[src/rtl/core/brid_pkg.sv]
// ----------------------------------------------------------------------------
// brid_pkg
// Types, constants and helpers for the RLE8/RLE4 bitmap index decoder.
// ----------------------------------------------------------------------------
package brid_pkg;

    localparam int MAX_WIDTH  = 4096;
    localparam int MAX_HEIGHT = 4096;

    localparam int DIM_W   = 13;
    localparam int COORD_W = 13;
    localparam int OUT_C_W = 12;
    localparam int BYTE_W  = 8;
    localparam int IDX_W   = 2;
    localparam int TDATA_W = 48;

    localparam logic [COORD_W-1:0] COORD_TOP = '1;
    localparam logic [BYTE_W-1:0]  NIB_MASK  = 8'h0F;

    localparam logic [IDX_W-1:0] REG_MODE   = 2'd0;
    localparam logic [IDX_W-1:0] REG_WIDTH  = 2'd1;
    localparam logic [IDX_W-1:0] REG_HEIGHT = 2'd2;

    localparam logic [0:0] EV_SPAN = 1'b0;
    localparam logic [0:0] EV_EOB  = 1'b1;

    typedef enum logic [6:0] {
        PH_FIRST  = 7'b0000001,
        PH_SECOND = 7'b0000010,
        PH_DX     = 7'b0000100,
        PH_DY     = 7'b0001000,
        PH_ABS    = 7'b0010000,
        PH_PAD    = 7'b0100000,
        PH_DONE   = 7'b1000000
    } t_phase;

    typedef struct packed {
        logic             nib;
        logic [DIM_W-1:0] eff_w;
        logic [DIM_W-1:0] eff_h;
        logic             restart;
    } t_cfg;

    typedef struct packed {
        logic               valid;
        logic               kind;
        logic [OUT_C_W-1:0] row;
        logic [OUT_C_W-1:0] col;
        logic [BYTE_W-1:0]  len;
        logic [BYTE_W-1:0]  first;
        logic [BYTE_W-1:0]  second;
    } t_result;

    function automatic logic [DIM_W-1:0] clamp_dim(
        input logic [DIM_W-1:0] v,
        input logic [DIM_W-1:0] lim
    );
        logic [DIM_W-1:0] r;
        if (v == '0) begin
            r = DIM_W'(1);
        end else if (v > lim) begin
            r = lim;
        end else begin
            r = v;
        end
        return r;
    endfunction

endpackage

[src/rtl/core/brid_cfg.sv]
// ----------------------------------------------------------------------------
// brid_cfg
// Configuration registers, clamped dimensions and restart pulse.
// ----------------------------------------------------------------------------
module brid_cfg #(
    parameter int MAX_WIDTH  = brid_pkg::MAX_WIDTH,
    parameter int MAX_HEIGHT = brid_pkg::MAX_HEIGHT
) (
    input  logic                              i_clk,
    input  logic                              i_rst_n,
    input  logic                              i_cfg_we,
    input  logic [brid_pkg::IDX_W-1:0]        i_cfg_index,
    input  logic [brid_pkg::DIM_W-1:0]        i_cfg_data,
    output brid_pkg::t_cfg                    o_cfg
);

    localparam int LIM_W_I = (MAX_WIDTH < 4096) ? ((MAX_WIDTH < 1) ? 1 : MAX_WIDTH) : 4096;
    localparam int LIM_H_I = (MAX_HEIGHT < 4096) ? ((MAX_HEIGHT < 1) ? 1 : MAX_HEIGHT) : 4096;
    localparam logic [brid_pkg::DIM_W-1:0] LIM_W = brid_pkg::DIM_W'(LIM_W_I);
    localparam logic [brid_pkg::DIM_W-1:0] LIM_H = brid_pkg::DIM_W'(LIM_H_I);

    logic                       r_nib,     n_nib;
    logic [brid_pkg::DIM_W-1:0] r_eff_w,   n_eff_w;
    logic [brid_pkg::DIM_W-1:0] r_eff_h,   n_eff_h;
    logic                       r_restart, n_restart;

    always_comb begin
        n_nib     = r_nib;
        n_eff_w   = r_eff_w;
        n_eff_h   = r_eff_h;
        n_restart = 1'b0;
        if (i_cfg_we) begin
            unique case (i_cfg_index)
                brid_pkg::REG_MODE: begin
                    n_nib     = i_cfg_data[0];
                    n_restart = 1'b1;
                end
                brid_pkg::REG_WIDTH: begin
                    n_eff_w   = brid_pkg::clamp_dim(i_cfg_data, LIM_W);
                    n_restart = 1'b1;
                end
                brid_pkg::REG_HEIGHT: begin
                    n_eff_h   = brid_pkg::clamp_dim(i_cfg_data, LIM_H);
                    n_restart = 1'b1;
                end
                default: begin
                    n_restart = 1'b0;
                end
            endcase
        end
    end

    always_ff @(posedge i_clk) begin
        if (!i_rst_n) begin
            r_nib     <= 1'b0;
            r_eff_w   <= brid_pkg::DIM_W'(1);
            r_eff_h   <= brid_pkg::DIM_W'(1);
            r_restart <= 1'b0;
        end else begin
            r_nib     <= n_nib;
            r_eff_w   <= n_eff_w;
            r_eff_h   <= n_eff_h;
            r_restart <= n_restart;
        end
    end

    assign o_cfg = '{nib: r_nib, eff_w: r_eff_w, eff_h: r_eff_h, restart: r_restart};

endmodule

[src/rtl/core/brid_in.sv]
// ----------------------------------------------------------------------------
// brid_in
// Input register stage for compressed bytes, with stall control.
// ----------------------------------------------------------------------------
module brid_in (
    input  logic                         i_clk,
    input  logic                         i_rst_n,
    input  logic                         i_valid,
    input  logic [brid_pkg::BYTE_W-1:0]  i_byte,
    output logic                         o_ready,
    input  logic                         i_restart,
    input  logic                         i_out_free,
    output logic                         o_step,
    output logic [brid_pkg::BYTE_W-1:0]  o_byte
);

    logic                        r_valid, n_valid;
    logic [brid_pkg::BYTE_W-1:0] r_byte;
    logic                        w_accept;

    assign o_step   = r_valid && i_out_free;
    assign o_ready  = !i_restart && (!r_valid || o_step);
    assign w_accept = i_valid && o_ready;

    always_comb begin
        if (w_accept) begin
            n_valid = 1'b1;
        end else if (o_step) begin
            n_valid = 1'b0;
        end else begin
            n_valid = r_valid;
        end
    end

    always_ff @(posedge i_clk) begin
        if (!i_rst_n) begin
            r_valid <= 1'b0;
        end else begin
            r_valid <= n_valid;
        end
    end

    always_ff @(posedge i_clk) begin
        if (w_accept) begin
            r_byte <= i_byte;
        end
    end

    assign o_byte = r_byte;

endmodule

[src/rtl/core/brid_parse.sv]
// ----------------------------------------------------------------------------
// brid_parse
// Pair parser: phase machine, cursor tracking and span clipping.
// ----------------------------------------------------------------------------
module brid_parse (
    input  logic                         i_clk,
    input  logic                         i_rst_n,
    input  brid_pkg::t_cfg               i_cfg,
    input  logic                         i_step,
    input  logic [brid_pkg::BYTE_W-1:0]  i_byte,
    output brid_pkg::t_result            o_result
);

    localparam int BW = brid_pkg::BYTE_W;
    localparam int CW = brid_pkg::COORD_W;

    brid_pkg::t_phase r_phase, n_phase;
    logic [BW-1:0]    r_held,  n_held;
    logic [BW-1:0]    r_rem,   n_rem;
    logic             r_pad,   n_pad;
    logic [CW-1:0]    r_col,   n_col;
    logic [CW-1:0]    r_row,   n_row;

    logic          w_span_en;
    logic [BW-1:0] w_span_n;
    logic [BW-1:0] w_first;
    logic [BW-1:0] w_second;
    logic          w_eob;
    logic          w_right_en;
    logic [BW-1:0] w_right_n;
    logic          w_down_en;
    logic [BW-1:0] w_down_n;
    logic          w_col_clr;
    logic [BW-1:0] w_abs_n;
    logic [BW:0]   w_b_inc;
    logic [CW:0]   w_col_sum;
    logic [CW-1:0] w_col_mv;
    logic [CW-1:0] w_row_mv;
    logic [CW-1:0] w_avail;
    logic [BW-1:0] w_len;
    logic          w_hit;
    logic [BW-1:0] w_hi;
    logic [BW-1:0] w_lo;

    assign w_hi    = i_byte >> 4;
    assign w_lo    = i_byte & brid_pkg::NIB_MASK;
    assign w_b_inc = {1'b0, i_byte} + (BW+1)'(1);
    assign w_abs_n = !i_cfg.nib ? BW'(1) : ((r_rem < BW'(2)) ? r_rem : BW'(2));

    always_comb begin
        n_phase    = r_phase;
        n_held     = r_held;
        n_rem      = r_rem;
        n_pad      = r_pad;
        w_span_en  = 1'b0;
        w_span_n   = r_held;
        w_first    = i_cfg.nib ? w_hi : i_byte;
        w_second   = i_cfg.nib ? w_lo : i_byte;
        w_eob      = 1'b0;
        w_right_en = 1'b0;
        w_right_n  = i_byte;
        w_down_en  = 1'b0;
        w_down_n   = i_byte;
        w_col_clr  = 1'b0;
        unique case (r_phase)
            brid_pkg::PH_FIRST: begin
                n_held  = i_byte;
                n_phase = brid_pkg::PH_SECOND;
            end
            brid_pkg::PH_SECOND: begin
                n_phase = brid_pkg::PH_FIRST;
                if (r_held != '0) begin
                    w_span_en  = 1'b1;
                    w_right_en = 1'b1;
                    w_right_n  = r_held;
                end else if (i_byte == BW'(0)) begin
                    w_down_en = 1'b1;
                    w_down_n  = BW'(1);
                    w_col_clr = 1'b1;
                end else if (i_byte == BW'(1)) begin
                    n_phase = brid_pkg::PH_DONE;
                    w_eob   = 1'b1;
                end else if (i_byte == BW'(2)) begin
                    n_phase = brid_pkg::PH_DX;
                end else begin
                    n_rem   = i_byte;
                    n_pad   = i_cfg.nib ? w_b_inc[1] : i_byte[0];
                    n_phase = brid_pkg::PH_ABS;
                end
            end
            brid_pkg::PH_DX: begin
                w_right_en = 1'b1;
                n_phase    = brid_pkg::PH_DY;
            end
            brid_pkg::PH_DY: begin
                w_down_en = 1'b1;
                n_phase   = brid_pkg::PH_FIRST;
            end
            brid_pkg::PH_ABS: begin
                w_span_en  = 1'b1;
                w_span_n   = w_abs_n;
                w_right_en = 1'b1;
                w_right_n  = w_abs_n;
                n_rem      = r_rem - w_abs_n;
                if (n_rem == '0) begin
                    n_phase = r_pad ? brid_pkg::PH_PAD : brid_pkg::PH_FIRST;
                end
            end
            brid_pkg::PH_PAD: begin
                n_pad   = 1'b0;
                n_phase = brid_pkg::PH_FIRST;
            end
            brid_pkg::PH_DONE: begin
                n_phase = brid_pkg::PH_DONE;
            end
            default: begin
                n_phase = brid_pkg::PH_FIRST;
            end
        endcase
    end

    // saturating cursor moves
    assign w_col_sum = {1'b0, r_col} + (CW+1)'(w_right_n);
    assign w_col_mv  = w_col_sum[CW] ? brid_pkg::COORD_TOP : w_col_sum[CW-1:0];
    assign w_row_mv  = ((r_row == brid_pkg::COORD_TOP) || (CW'(w_down_n) > r_row))
                       ? brid_pkg::COORD_TOP : (r_row - CW'(w_down_n));

    always_comb begin
        n_col = r_col;
        n_row = r_row;
        if (w_col_clr) begin
            n_col = '0;
        end else if (w_right_en) begin
            n_col = w_col_mv;
        end
        if (w_down_en) begin
            n_row = w_row_mv;
        end
    end

    // clipping against the image
    assign w_avail = i_cfg.eff_w - r_col;
    assign w_len   = (w_avail > CW'(w_span_n)) ? w_span_n : w_avail[BW-1:0];
    assign w_hit   = w_span_en && (w_span_n != '0) && (r_row < i_cfg.eff_h)
                     && (r_col < i_cfg.eff_w);

    always_comb begin
        o_result = '0;
        if (i_step && w_eob) begin
            o_result.valid = 1'b1;
            o_result.kind  = brid_pkg::EV_EOB;
        end else if (i_step && w_hit) begin
            o_result.valid  = 1'b1;
            o_result.kind   = brid_pkg::EV_SPAN;
            o_result.row    = r_row[brid_pkg::OUT_C_W-1:0];
            o_result.col    = r_col[brid_pkg::OUT_C_W-1:0];
            o_result.len    = w_len;
            o_result.first  = w_first;
            o_result.second = w_second;
        end
    end

    always_ff @(posedge i_clk) begin
        if (!i_rst_n) begin
            r_phase <= brid_pkg::PH_FIRST;
            r_held  <= '0;
            r_rem   <= '0;
            r_pad   <= 1'b0;
            r_col   <= '0;
            r_row   <= '0;
        end else if (i_cfg.restart) begin
            r_phase <= brid_pkg::PH_FIRST;
            r_held  <= '0;
            r_rem   <= '0;
            r_pad   <= 1'b0;
            r_col   <= '0;
            r_row   <= i_cfg.eff_h - CW'(1);
        end else if (i_step) begin
            r_phase <= n_phase;
            r_held  <= n_held;
            r_rem   <= n_rem;
            r_pad   <= n_pad;
            r_col   <= n_col;
            r_row   <= n_row;
        end
    end

endmodule

[src/rtl/core/brid_out.sv]
// ----------------------------------------------------------------------------
// brid_out
// Result register holding one span or end-of-bitmap transfer.
// ----------------------------------------------------------------------------
module brid_out (
    input  logic                          i_clk,
    input  logic                          i_rst_n,
    input  brid_pkg::t_result             i_result,
    output logic                          o_free,
    output logic                          o_valid,
    input  logic                          i_ready,
    output logic [brid_pkg::TDATA_W-1:0]  o_tdata,
    output logic                          o_tuser
);

    logic                          r_valid, n_valid;
    logic [brid_pkg::TDATA_W-1:0]  r_tdata;
    logic                          r_tuser;

    assign o_free = !r_valid || i_ready;

    always_comb begin
        if (i_result.valid) begin
            n_valid = 1'b1;
        end else if (i_ready) begin
            n_valid = 1'b0;
        end else begin
            n_valid = r_valid;
        end
    end

    always_ff @(posedge i_clk) begin
        if (!i_rst_n) begin
            r_valid <= 1'b0;
        end else begin
            r_valid <= n_valid;
        end
    end

    always_ff @(posedge i_clk) begin
        if (i_result.valid) begin
            r_tdata <= {i_result.second, i_result.first, i_result.len,
                        i_result.col, i_result.row};
            r_tuser <= i_result.kind;
        end
    end

    assign o_valid = r_valid;
    assign o_tdata = r_tdata;
    assign o_tuser = r_tuser;

endmodule

[src/rtl/core/bmp_rle_index_decoder_top.sv]
// ----------------------------------------------------------------------------
// bmp_rle_index_decoder_top
// RLE8/RLE4 bitmap stream decoder producing clipped palette index spans.
// ----------------------------------------------------------------------------
//  channel   direction  width  contents
//  s_axis    in         8      tdata: stream_byte
//  m_axis    out        48+1   tdata: row, column, length, first, second
//                              tuser: event_kind
//  cfg       in         2+13   index, data (mode, width, height)
//
//  One byte per cycle while no result stalls and no restart is pending; a
//  result is registered through the input register, then the result register.
//  Synchronous active-low reset; decoding restarts at the bottom row.
//  A mode, width or height write restarts the parser; input is held off meanwhile.
//  A stalled result holds the input stage; bytes keep flowing otherwise.
// ----------------------------------------------------------------------------
module bmp_rle_index_decoder_top #(
    parameter int MAX_WIDTH  = brid_pkg::MAX_WIDTH,
    parameter int MAX_HEIGHT = brid_pkg::MAX_HEIGHT
) (
    input  logic                          i_clk,
    input  logic                          i_rst_n,
    input  logic                          i_cfg_we,
    input  logic [brid_pkg::IDX_W-1:0]    i_cfg_index,
    input  logic [brid_pkg::DIM_W-1:0]    i_cfg_data,
    input  logic                          s_axis_tvalid,
    output logic                          s_axis_tready,
    input  logic [brid_pkg::BYTE_W-1:0]   s_axis_tdata,   // [7:0] stream_byte
    output logic                          m_axis_tvalid,
    input  logic                          m_axis_tready,
    // [11:0] row_index, [23:12] start_column, [31:24] span_length,
    // [39:32] first_index, [47:40] second_index
    output logic [brid_pkg::TDATA_W-1:0]  m_axis_tdata,
    output logic                          m_axis_tuser    // [0] event_kind
);

    brid_pkg::t_cfg              w_cfg;
    brid_pkg::t_result           w_result;
    logic                        w_step;
    logic                        w_out_free;
    logic [brid_pkg::BYTE_W-1:0] w_byte;

    brid_cfg #(
        .MAX_WIDTH  (MAX_WIDTH),
        .MAX_HEIGHT (MAX_HEIGHT)
    ) u_cfg (
        .i_clk       (i_clk),
        .i_rst_n     (i_rst_n),
        .i_cfg_we    (i_cfg_we),
        .i_cfg_index (i_cfg_index),
        .i_cfg_data  (i_cfg_data),
        .o_cfg       (w_cfg)
    );

    brid_in u_in (
        .i_clk      (i_clk),
        .i_rst_n    (i_rst_n),
        .i_valid    (s_axis_tvalid),
        .i_byte     (s_axis_tdata),
        .o_ready    (s_axis_tready),
        .i_restart  (w_cfg.restart),
        .i_out_free (w_out_free),
        .o_step     (w_step),
        .o_byte     (w_byte)
    );

    brid_parse u_parse (
        .i_clk    (i_clk),
        .i_rst_n  (i_rst_n),
        .i_cfg    (w_cfg),
        .i_step   (w_step),
        .i_byte   (w_byte),
        .o_result (w_result)
    );

    brid_out u_out (
        .i_clk    (i_clk),
        .i_rst_n  (i_rst_n),
        .i_result (w_result),
        .o_free   (w_out_free),
        .o_valid  (m_axis_tvalid),
        .i_ready  (m_axis_tready),
        .o_tdata  (m_axis_tdata),
        .o_tuser  (m_axis_tuser)
    );

endmodule

[config.mk]
export PLATFORM = sky130hd
export DESIGN_NAME = bmp_rle_index_decoder_top
export DESIGN_NICKNAME = d
export VERILOG_FILES = /design/src/rtl/core/brid_pkg.sv /design/src/rtl/core/brid_cfg.sv /design/src/rtl/core/brid_in.sv /design/src/rtl/core/brid_parse.sv /design/src/rtl/core/brid_out.sv /design/src/rtl/core/bmp_rle_index_decoder_top.sv
export SDC_FILE = /design/constraint.sdc
export NUM_CORES = 1
export LEC_CHECK = 0
export ABC_AREA = 1
export CAP_MARGIN = 20
export CORE_MARGIN = 2
export CORE_UTILIZATION = 70
export CTS_CLUSTER_DIAMETER = 150
export CTS_CLUSTER_SIZE = 20
export DETAILED_ROUTE_END_ITERATION = 8
export DONT_BUFFER_PORTS = 1
export GPL_TIMING_DRIVEN = 0
export PLACE_DENSITY = 0.86
export SKIP_LAST_GASP = 1
export SLEW_MARGIN = 30
export SYNTH_ARGS = -nofsm -noshare
export SYNTH_HDL_FRONTEND = slang
export SYNTH_SLANG_ARGS = --single-unit
[constraint.sdc]
create_clock -name i_clk -period 5.5 [get_ports i_clk]
set_input_delay 0.55 -clock i_clk [delete_from_list [all_inputs] [get_ports i_clk]]
set_output_delay 0.55 -clock i_clk [all_outputs]
set_load 0.02 [all_outputs]
==> results of run 1 <==
worst max-delay path by stage:
stage,cells past startpoint,slack [ns],to
6_report,18,1.91,u_parse.r_col[2]$_SDFFE_PP0P_
5_1_grt,18,1.60,u_parse.r_col[2]$_SDFFE_PP0P_
4_1_cts,18,2.03,u_parse.r_col[2]$_SDFFE_PP0P_
3_3_place_gp,11,1.70,u_out.o_tdata[11]$_SDFFCE_PP0P_
3_5_place_dp,18,2.10,u_parse.r_col[2]$_SDFFE_PP0P_
2_1_floorplan,13,2.52,u_out.o_tdata[0]$_SDFFCE_PP0P_
per-stage QoR:
step / utilization (%) / std cells
after detailed placement: 74.14 / 1365
after floorplan: - / 1197
after global placement: 74.08 / 1365
final: 78.98 / 1397
after CTS: 78.98 / 1397
after global routing: 78.98 / 1397
power groups by stage:
| stage | clock network (mW) | logic, mW | registers (mW) |
|---|---|---|---|
| 3_5_place_dp | 0 | 0.474 | 1.10 |
| 2_1_floorplan | 0 | 0.380 | 1.09 |
| 3_3_place_gp | 0 | 0.465 | 1.10 |
| 5_1_grt | 1.16 | 0.557 | 1.08 |
| 6_report | 1.12 | 0.493 | 1.08 |
| 4_1_cts | 1.12 | 0.482 | 1.08 |
metal layers:
| layer | up-vias | track usage (%) | wire [µm] |
|---|---|---|---|
| met5 | - | 0 | 0 |
| met1 | 3721 | 47.87 | 9910 |
| li1 | 3985 | - | - |
| met2 | 431 | 57.35 | 10420 |
| met3 | 72 | 8.264 | 2062 |
| met4 | 0 | 15.63 | 861 |
worst reg2reg max path: cells and delay by family, from the launching register on:
family	cells	cell delay [ns]
AOI/OAI and AO/OA	6	1.31
buffers and inverters	5	0.85
and+or+nand+nor	6	0.59
DFF	1	0.39
adders and majority gates	1	0.34
layout by cell type (no fill, tap or decap), types with 3 or more instances in the layout:
cell type | netlist | layout
nand2_1 | 244 | 243
inv_1 | 162 | 162
nor2_1 | 126 | 126
a21oi_1 | 102 | 102
o21ai_0 | 84 | 84
dfxtp_1 | 80 | 80
nand3_1 | 76 | 76
ha_1 | 60 | 60
edfxtp_1 | 53 | 53
nand4_1 | 23 | 23
clkbuf_16 | 0 | 20
xor2_1 | 19 | 19
clkbuf_1 | 15 | 16
nor2_2 | 14 | 14
inv_2 | 12 | 12
nor3_1 | 11 | 11
nand2_2 | 9 | 9
o21ai_1 | 9 | 9
buf_4 | 8 | 8
xnor2_1 | 7 | 7
buf_6 | 6 | 6
o22ai_1 | 6 | 6
nor2_4 | 5 | 5
nor4_1 | 5 | 5
conb_1 | 1 | 5
o221ai_1 | 4 | 4
a211oi_1 | 4 | 4
o21bai_1 | 4 | 4
nand3_2 | 4 | 4
a22oi_1 | 4 | 4
nand3b_1 | 4 | 4
fa_1 | 4 | 4
inv_4 | 0 | 4
inv_6 | 0 | 4
or2_2 | 3 | 3
layout make-up:
| type | count | area share [%] |
|---|---|---|
| Sequential cell | 133 | 33.38 |
| Tap cell | 168 | 2.198 |
| Buffer | 33 | 2.119 |
| Multi-Input combinational cell | 854 | 49.22 |
| Clock buffer | 21 | 5.271 |
| Inverter | 177 | 6.959 |
| Clock inverter | 11 | 0.8502 |
sequential cells by signal, indices dropped and copies added (netlist names):
register and count:
u_parse.r_held 8, u_parse.r_phase 7, u_parse.r_row 13, u_cfg.r_eff_w 13
u_out.o_tuser 1, u_in.o_byte 8, u_cfg.r_nib 1, u_parse.r_pad 1
u_out.o_tdata 44, u_parse.r_rem 8, u_out.o_valid 1, u_cfg.r_eff_h 13
u_in.r_valid 1, u_cfg.r_restart 1, u_parse.r_col 13
kinds of logic (layout without fill, tap and decap cells):
kind of cell | count (synthesis) | in the layout | synth area share [%]
other cells | 1 | 5 | 0.04287
xor+xnor | 26 | 26 | 2.603
compound gates | 227 | 227 | 14.19
flops | 133 | 133 | 36.50
fa+ha+maj | 64 | 64 | 9.498
simple gates | 532 | 532 | 27.23
buf+inv | 210 | 242 | 9.927
==> flow_summary.yaml, run 1 <==
run_status:
  status: "completed"
cts:
  cts-root-buf: "clkbuf_16"
  clock_sinks: 133
  worstSkewPairLatency_ns: 0.43
  cts_tree: "built"
  post_cts_resized: 0
  cts.path.max_buffers: 2
  clkTransAtPathRegs_ns: 0.06
  holdBufCountCts: 0
  h-tree-depth: 4
  cts_made_buffers: 17
  cts_setup_buffers: 0
cells_and_area:
  layout-drive-gt1-share_pct: 8.706
  multi_input_area_um2: 4708
  nets: 1308
  fill_cells: 907
  antenna_cells: 0
  design_area_um2: 9565
  syn_to_final_growth_pct: 9.355
  seqCellArea_um2: 3193
power_and_ir_drop:
  ir_drop_v: 0.0002809
  p_int_mw: 1.879
  p_clk_share_pct: 41.5
  power_switching_share_pct: 30.23
  p_sw_mw: 0.8144
  p_leak_nw: 4.293
  combPwrFrac_pct: 18.3
  power_mw: 2.694
  power_frac_seq_pct: 40.2
  powerDensity_nw_per_um2: 281.6
grt:
  grt_max_degree: 46
  grt_util_all_layers_pct: 36.21
  grt_pass1_vias: 7577
  antenna_found_initial: 0
  grt-ovfl-total: 0
  grt_pass1_wl_um: 37450
setup_path:
  cp.arrival_ns: 3.88
  r2r_start: "u_parse.r_phase[2]$_SDFFE_PP0P_"
  cp_cell_sequence: "inv_2 -> nand2_1 -> clkinv_2 -> nand4_2 -> clkbuf_1 -> o21ai_1 -> o221ai_1 -> ha_1 -> nand3_1 -> nand3_1 -> a21oi_1 -> inv_1 -> nand2_1 -> o21ai_2 -> inv_1 -> o21ai_0 -> a22oi_1 -> nor2_1"
  cp_num_buf_inv: 5
  end_kind: "flop"
  rr_endpoint: "u_parse.r_col[2]$_SDFFE_PP0P_"
  critical_path_class: "flop to flop"
  r2r_slack_ns: 1.91
  setup.worst_path.start: "u_parse.r_phase[2]$_SDFFE_PP0P_"
  crit_path_start_kind: "flop"
  worstPathMaxFanout: 10
  required_ns: 5.79
  critPathMaxStageDelay_ns: 0.43
  cp_top_family: "compound AO/OA/AOI/OAI gates"
  critPathSlowestCell: "o221ai_1"
  reg2reg_depth: 18
sta:
  worstMarginPinSlew_ns: 0.7241
  final_max_slew_viol_count: 0
  slew_headroom_pct: 51.55
  period_minus_slack_ns: 3.588
  fmax_mhz: 278.7
  setup_viol: 0
  setup_slack_ns: 1.912
  finalHoldViolations: 0
  hold_slack_ns: 0.2148
  fin_worst_skew_ns: 0.008643
  period_share_pct: 65.23
  rsz0062_at_grt: "false"
  finalSetupTns_ns: 0
yosys:
  synth_ff_type: "dfxtp_1"
  ys_types: 52
  syn_area_per_cell_um2: 7.332
  yosysWarnings: 0
  netlist_instances: 1193
  synth_common_cells: "244 x nand2_1, 162 x inv_1, 126 x nor2_1"
  synth_edf_count: 53
  synth_top_area_share_pct: 18.31
  async_flop_share_pct: 0
  ys_ff_latch: 133
  synth_area_um2: 8747
  synth_top_area_cell: "dfxtp_1"
  ys_top_cells_by_area: "dfxtp_1 18%, edfxtp_1 18%, nand2_1 10%"
  yosysMostFrequentCell: "nand2_1"
  synth_seq_area_share_pct: 36.50
die:
  die_w_um: 115.8
  fp-row-count: 40
  die_area_um2: 13410
  coreArea_um2: 12110
  start_util_pct: 72.22
  io-pin-count: 79
  die_h_um: 115.8
worst_hold_path:
  min_from: "i_cfg_index[0]"
  holdPathEnd: "u_cfg.r_restart$_SDFF_PN0_"
  hold_depth: 1
  min_path_type: "input pin to flop"
place:
  gp_congestion: 0.9569
  portBuffers: 0
  preCtsSetupSlack_ns: 2.097
  placed_area_um2: 8980
  post-dp-hpwl_um: 17270
routing:
  drc: 0
  avgRoutedWirePerCell_um: 16.64
  vias: 8209
  first_pass_iters: 5
  via_per_inst: 5.876
  drtIter0Drc: 911
  final_antenna_net_count: 0
  wirelength_um: 23250
job:
  maxCapViolCount: 0
(Power assumes the default switching activity.)
==> run 2, diff against run 1 <==
--- a/config.mk
+++ b/config.mk
@@ -8,13 +8,13 @@
 export ABC_AREA = 1
 export CAP_MARGIN = 20
 export CORE_MARGIN = 2
-export CORE_UTILIZATION = 70
+export CORE_UTILIZATION = 65
 export CTS_CLUSTER_DIAMETER = 150
 export CTS_CLUSTER_SIZE = 20
 export DETAILED_ROUTE_END_ITERATION = 8
 export DONT_BUFFER_PORTS = 1
 export GPL_TIMING_DRIVEN = 0
-export PLACE_DENSITY = 0.86
+export PLACE_DENSITY = 0.81
 export SKIP_LAST_GASP = 1
 export SLEW_MARGIN = 30
 export SYNTH_ARGS = -nofsm -noshare
==> constraint.sdc (replaced) <==
create_clock -name i_clk -period 3.75 [get_ports i_clk]
set_input_delay 0.375 -clock i_clk [delete_from_list [all_inputs] [get_ports i_clk]]
set_output_delay 0.375 -clock i_clk [all_outputs]
set_load 0.02 [all_outputs]
==> flow_summary.yaml, run 2 (synthesis results as in run 1) <==
run_status:
  status: "completed"
sta:
  finalHoldViolations: 0
  setup_viol: 0
  setup_slack_ns: 0.2923
  period_share_pct: 92.20
  fmax_mhz: 289.2
  slew_headroom_pct: 36.02
  final_max_slew_viol_count: 0
  hold_slack_ns: 0.02807
  rsz0062_at_grt: "false"
  worstMarginPinSlew_ns: 0.9562
  period_minus_slack_ns: 3.458
  fin_worst_skew_ns: 0.007592
grt:
  antenna_found_initial: 0
  grt_max_degree: 46
  grt_util_all_layers_pct: 33.43
  grt_pass1_wl_um: 37570
  grt-ovfl-total: 0
  grt_pass1_vias: 7439
setup_path:
  end_kind: "flop"
  rr_endpoint: "u_out.o_tdata[31]$_SDFFCE_PP0P_"
  r2r_start: "u_parse.r_col[0]$_SDFFE_PP0P_"
  reg2reg_depth: 20
  worstPathMaxFanout: 10
  cp_cell_sequence: "ha_1 -> inv_1 -> fa_1 -> nand3_1 -> nand3_2 -> xor2_1 -> ha_1 -> nand2_1 -> inv_1 -> nand3b_1 -> nand3_1 -> nand2_1 -> nand2_1 -> nand2_1 -> nand2_1 -> a21boi_4 -> nand2_4 -> nand2_1 -> nand2_1 -> nor2_1"
  required_ns: 4.01
  cp-endpoint: "u_out.o_tdata[31]$_SDFFCE_PP0P_"
  r2r_slack_ns: 0.29
  crit_top_cell: "nand2_1"
  crit_path_start_kind: "flop"
  critPathSlowestCell: "fa_1"
  critPathMaxStageDelay_ns: 0.44
  cp.arrival_ns: 3.72
  critical_path_class: "flop to flop"
  setup.worst_path.start: "u_parse.r_col[0]$_SDFFE_PP0P_"
place:
  placed_area_um2: 8990
  portBuffers: 0
  preCtsSetupSlack_ns: 0.3451
  gp_congestion: 0.9459
  post-dp-hpwl_um: 17510
cts:
  cts.path.max_buffers: 2
  h-tree-depth: 4
  worstSkewPairLatency_ns: 0.44
  cts_made_buffers: 17
  cts-root-buf: "clkbuf_16"
  clock_sinks: 133
  cts_setup_buffers: 0
  holdBufCountCts: 0
  clkTransAtPathRegs_ns: 0.06
  cts_tree: "built"
power_and_ir_drop:
  ir_drop_v: 0.0003879
  p_leak_nw: 4.298
  powerDensity_nw_per_um2: 413.1
  power_mw: 3.958
cells_and_area:
  largest_register_ffs: 44
  post-route-util_pct: 72.64
  nets: 1308
  layout_commonest_cell: "nand2_1"
  design_area_um2: 9582
  antenna_cells: 0
  final_cell_mix: "243 x nand2_1, 162 x inv_1, 126 x nor2_1"
  fill_cells: 1087
  syn_to_final_growth_pct: 9.541
  layout-drive-gt1-share_pct: 8.869
routing:
  avgRoutedWirePerCell_um: 16.56
  wirelength_um: 23260
  vias: 8106
  final_antenna_net_count: 0
  drtIter0Drc: 875
  first_pass_iters: 7
  drc: 0
  via_per_inst: 5.769
worst_hold_path:
  min_path_type: "input pin to flop"
die:
  die_area_um2: 14400
  coreArea_um2: 13190
  die_w_um: 120.0
  fp-row-count: 42
  die_h_um: 120.0
  start_util_pct: 66.32
  io-pin-count: 79
job:
  maxCapViolCount: 0
==> run 2: cell count changes in the layout (fill, tap and decap cells not counted) <==
cell and change:
inv_6 -4, o21ai_2 +1, bufinv_16 +1, clkbuf_1 -1, clkbuf_16 -2, o21ai_0 -1
clkinv_4 +2, clkbuf_8 +3, clkinv_2 +3, inv_4 -2
==> run 2: critical path, delay by kind of cell (launching register included) <==
kind                     cells  cell delay (ns)
AND/OR/NAND/NOR             13             1.14
adder cells (fa/ha/maj)      3             0.94
flip-flops                   1             0.43
AO/OA/AOI/OAI                1             0.33
XOR/XNOR                     1             0.30
buffers and inverters        2             0.15
==> run 2: final cells by class <==
class | instances | area (µm²) | share of cell area (%)
clock inverter | 11 | 96.34 | 1.005
inverter | 177 | 665.6 | 6.947
multi-input combinational | 854 | 4712 | 49.18
clock buffer | 21 | 491.7 | 5.132
sequential | 133 | 3193 | 33.32
tap | 176 | 220.2 | 2.298
buffer | 33 | 202.7 | 2.115
==> run 2: metrics by stage <==
| stage | setup TNS [ns] | instances |
|---|---|---|
| detailed placement | 0 | 1373 |
| floorplan | 0 | 1197 |
| global route | 0 | 1405 |
| CTS | 0 | 1405 |
| global placement | -1.634 | 1373 |
| finish | 0 | 1405 |
==> run 2: worst min-delay path by stage <==
stage	from	endpoint	slack, ns	depth (start not counted)
3_3_place_gp	u_parse.r_held[3]$_SDFFE_PP0P_	u_parse.r_held[3]$_SDFFE_PP0P_	0.46	2
2_1_floorplan	u_cfg.r_eff_w[0]$_SDFFE_PN1P_	u_cfg.r_eff_w[0]$_SDFFE_PN1P_	0.44	2
3_5_place_dp	u_parse.r_held[3]$_SDFFE_PP0P_	u_parse.r_held[3]$_SDFFE_PP0P_	0.47	2
6_report	i_cfg_index[0]	u_cfg.r_restart$_SDFF_PN0_	0.03	1
4_1_cts	i_cfg_index[0]	u_cfg.r_restart$_SDFF_PN0_	0.02	1
5_1_grt	s_axis_tdata[2]	u_in.o_byte[2]$_DFFE_PP_	0.02	0
==> run 2: timing repair <==
item | CTS | global route
endpoints found under the setup margin | 0 | 4
resized for setup | 0 | 2
hold endpoints to repair | 0 | 0
==> run 2: power breakdown <==
part / total (mW) / switching (mW) / internal [mW] / leakage [nW]
Combinational: 0.724 / 0.477 / 0.247 / 2.88
Clock: 1.65 / 0.647 / 1.00 / 0.295
Sequential: 1.59 / 0.0492 / 1.54 / 1.12
Total: 3.96 / 1.17 / 2.78 / 4.30
==> run 2: metal layers <==
metal / global-route usage [%] / up-vias / wire (µm)
li1: - / 3982 / -
met1: 45.93 / 3709 / 10340
met2: 51.56 / 355 / 10190
met3: 7.082 / 60 / 1969
met4: 13.09 / 0 / 765
met5: 0 / - / 0
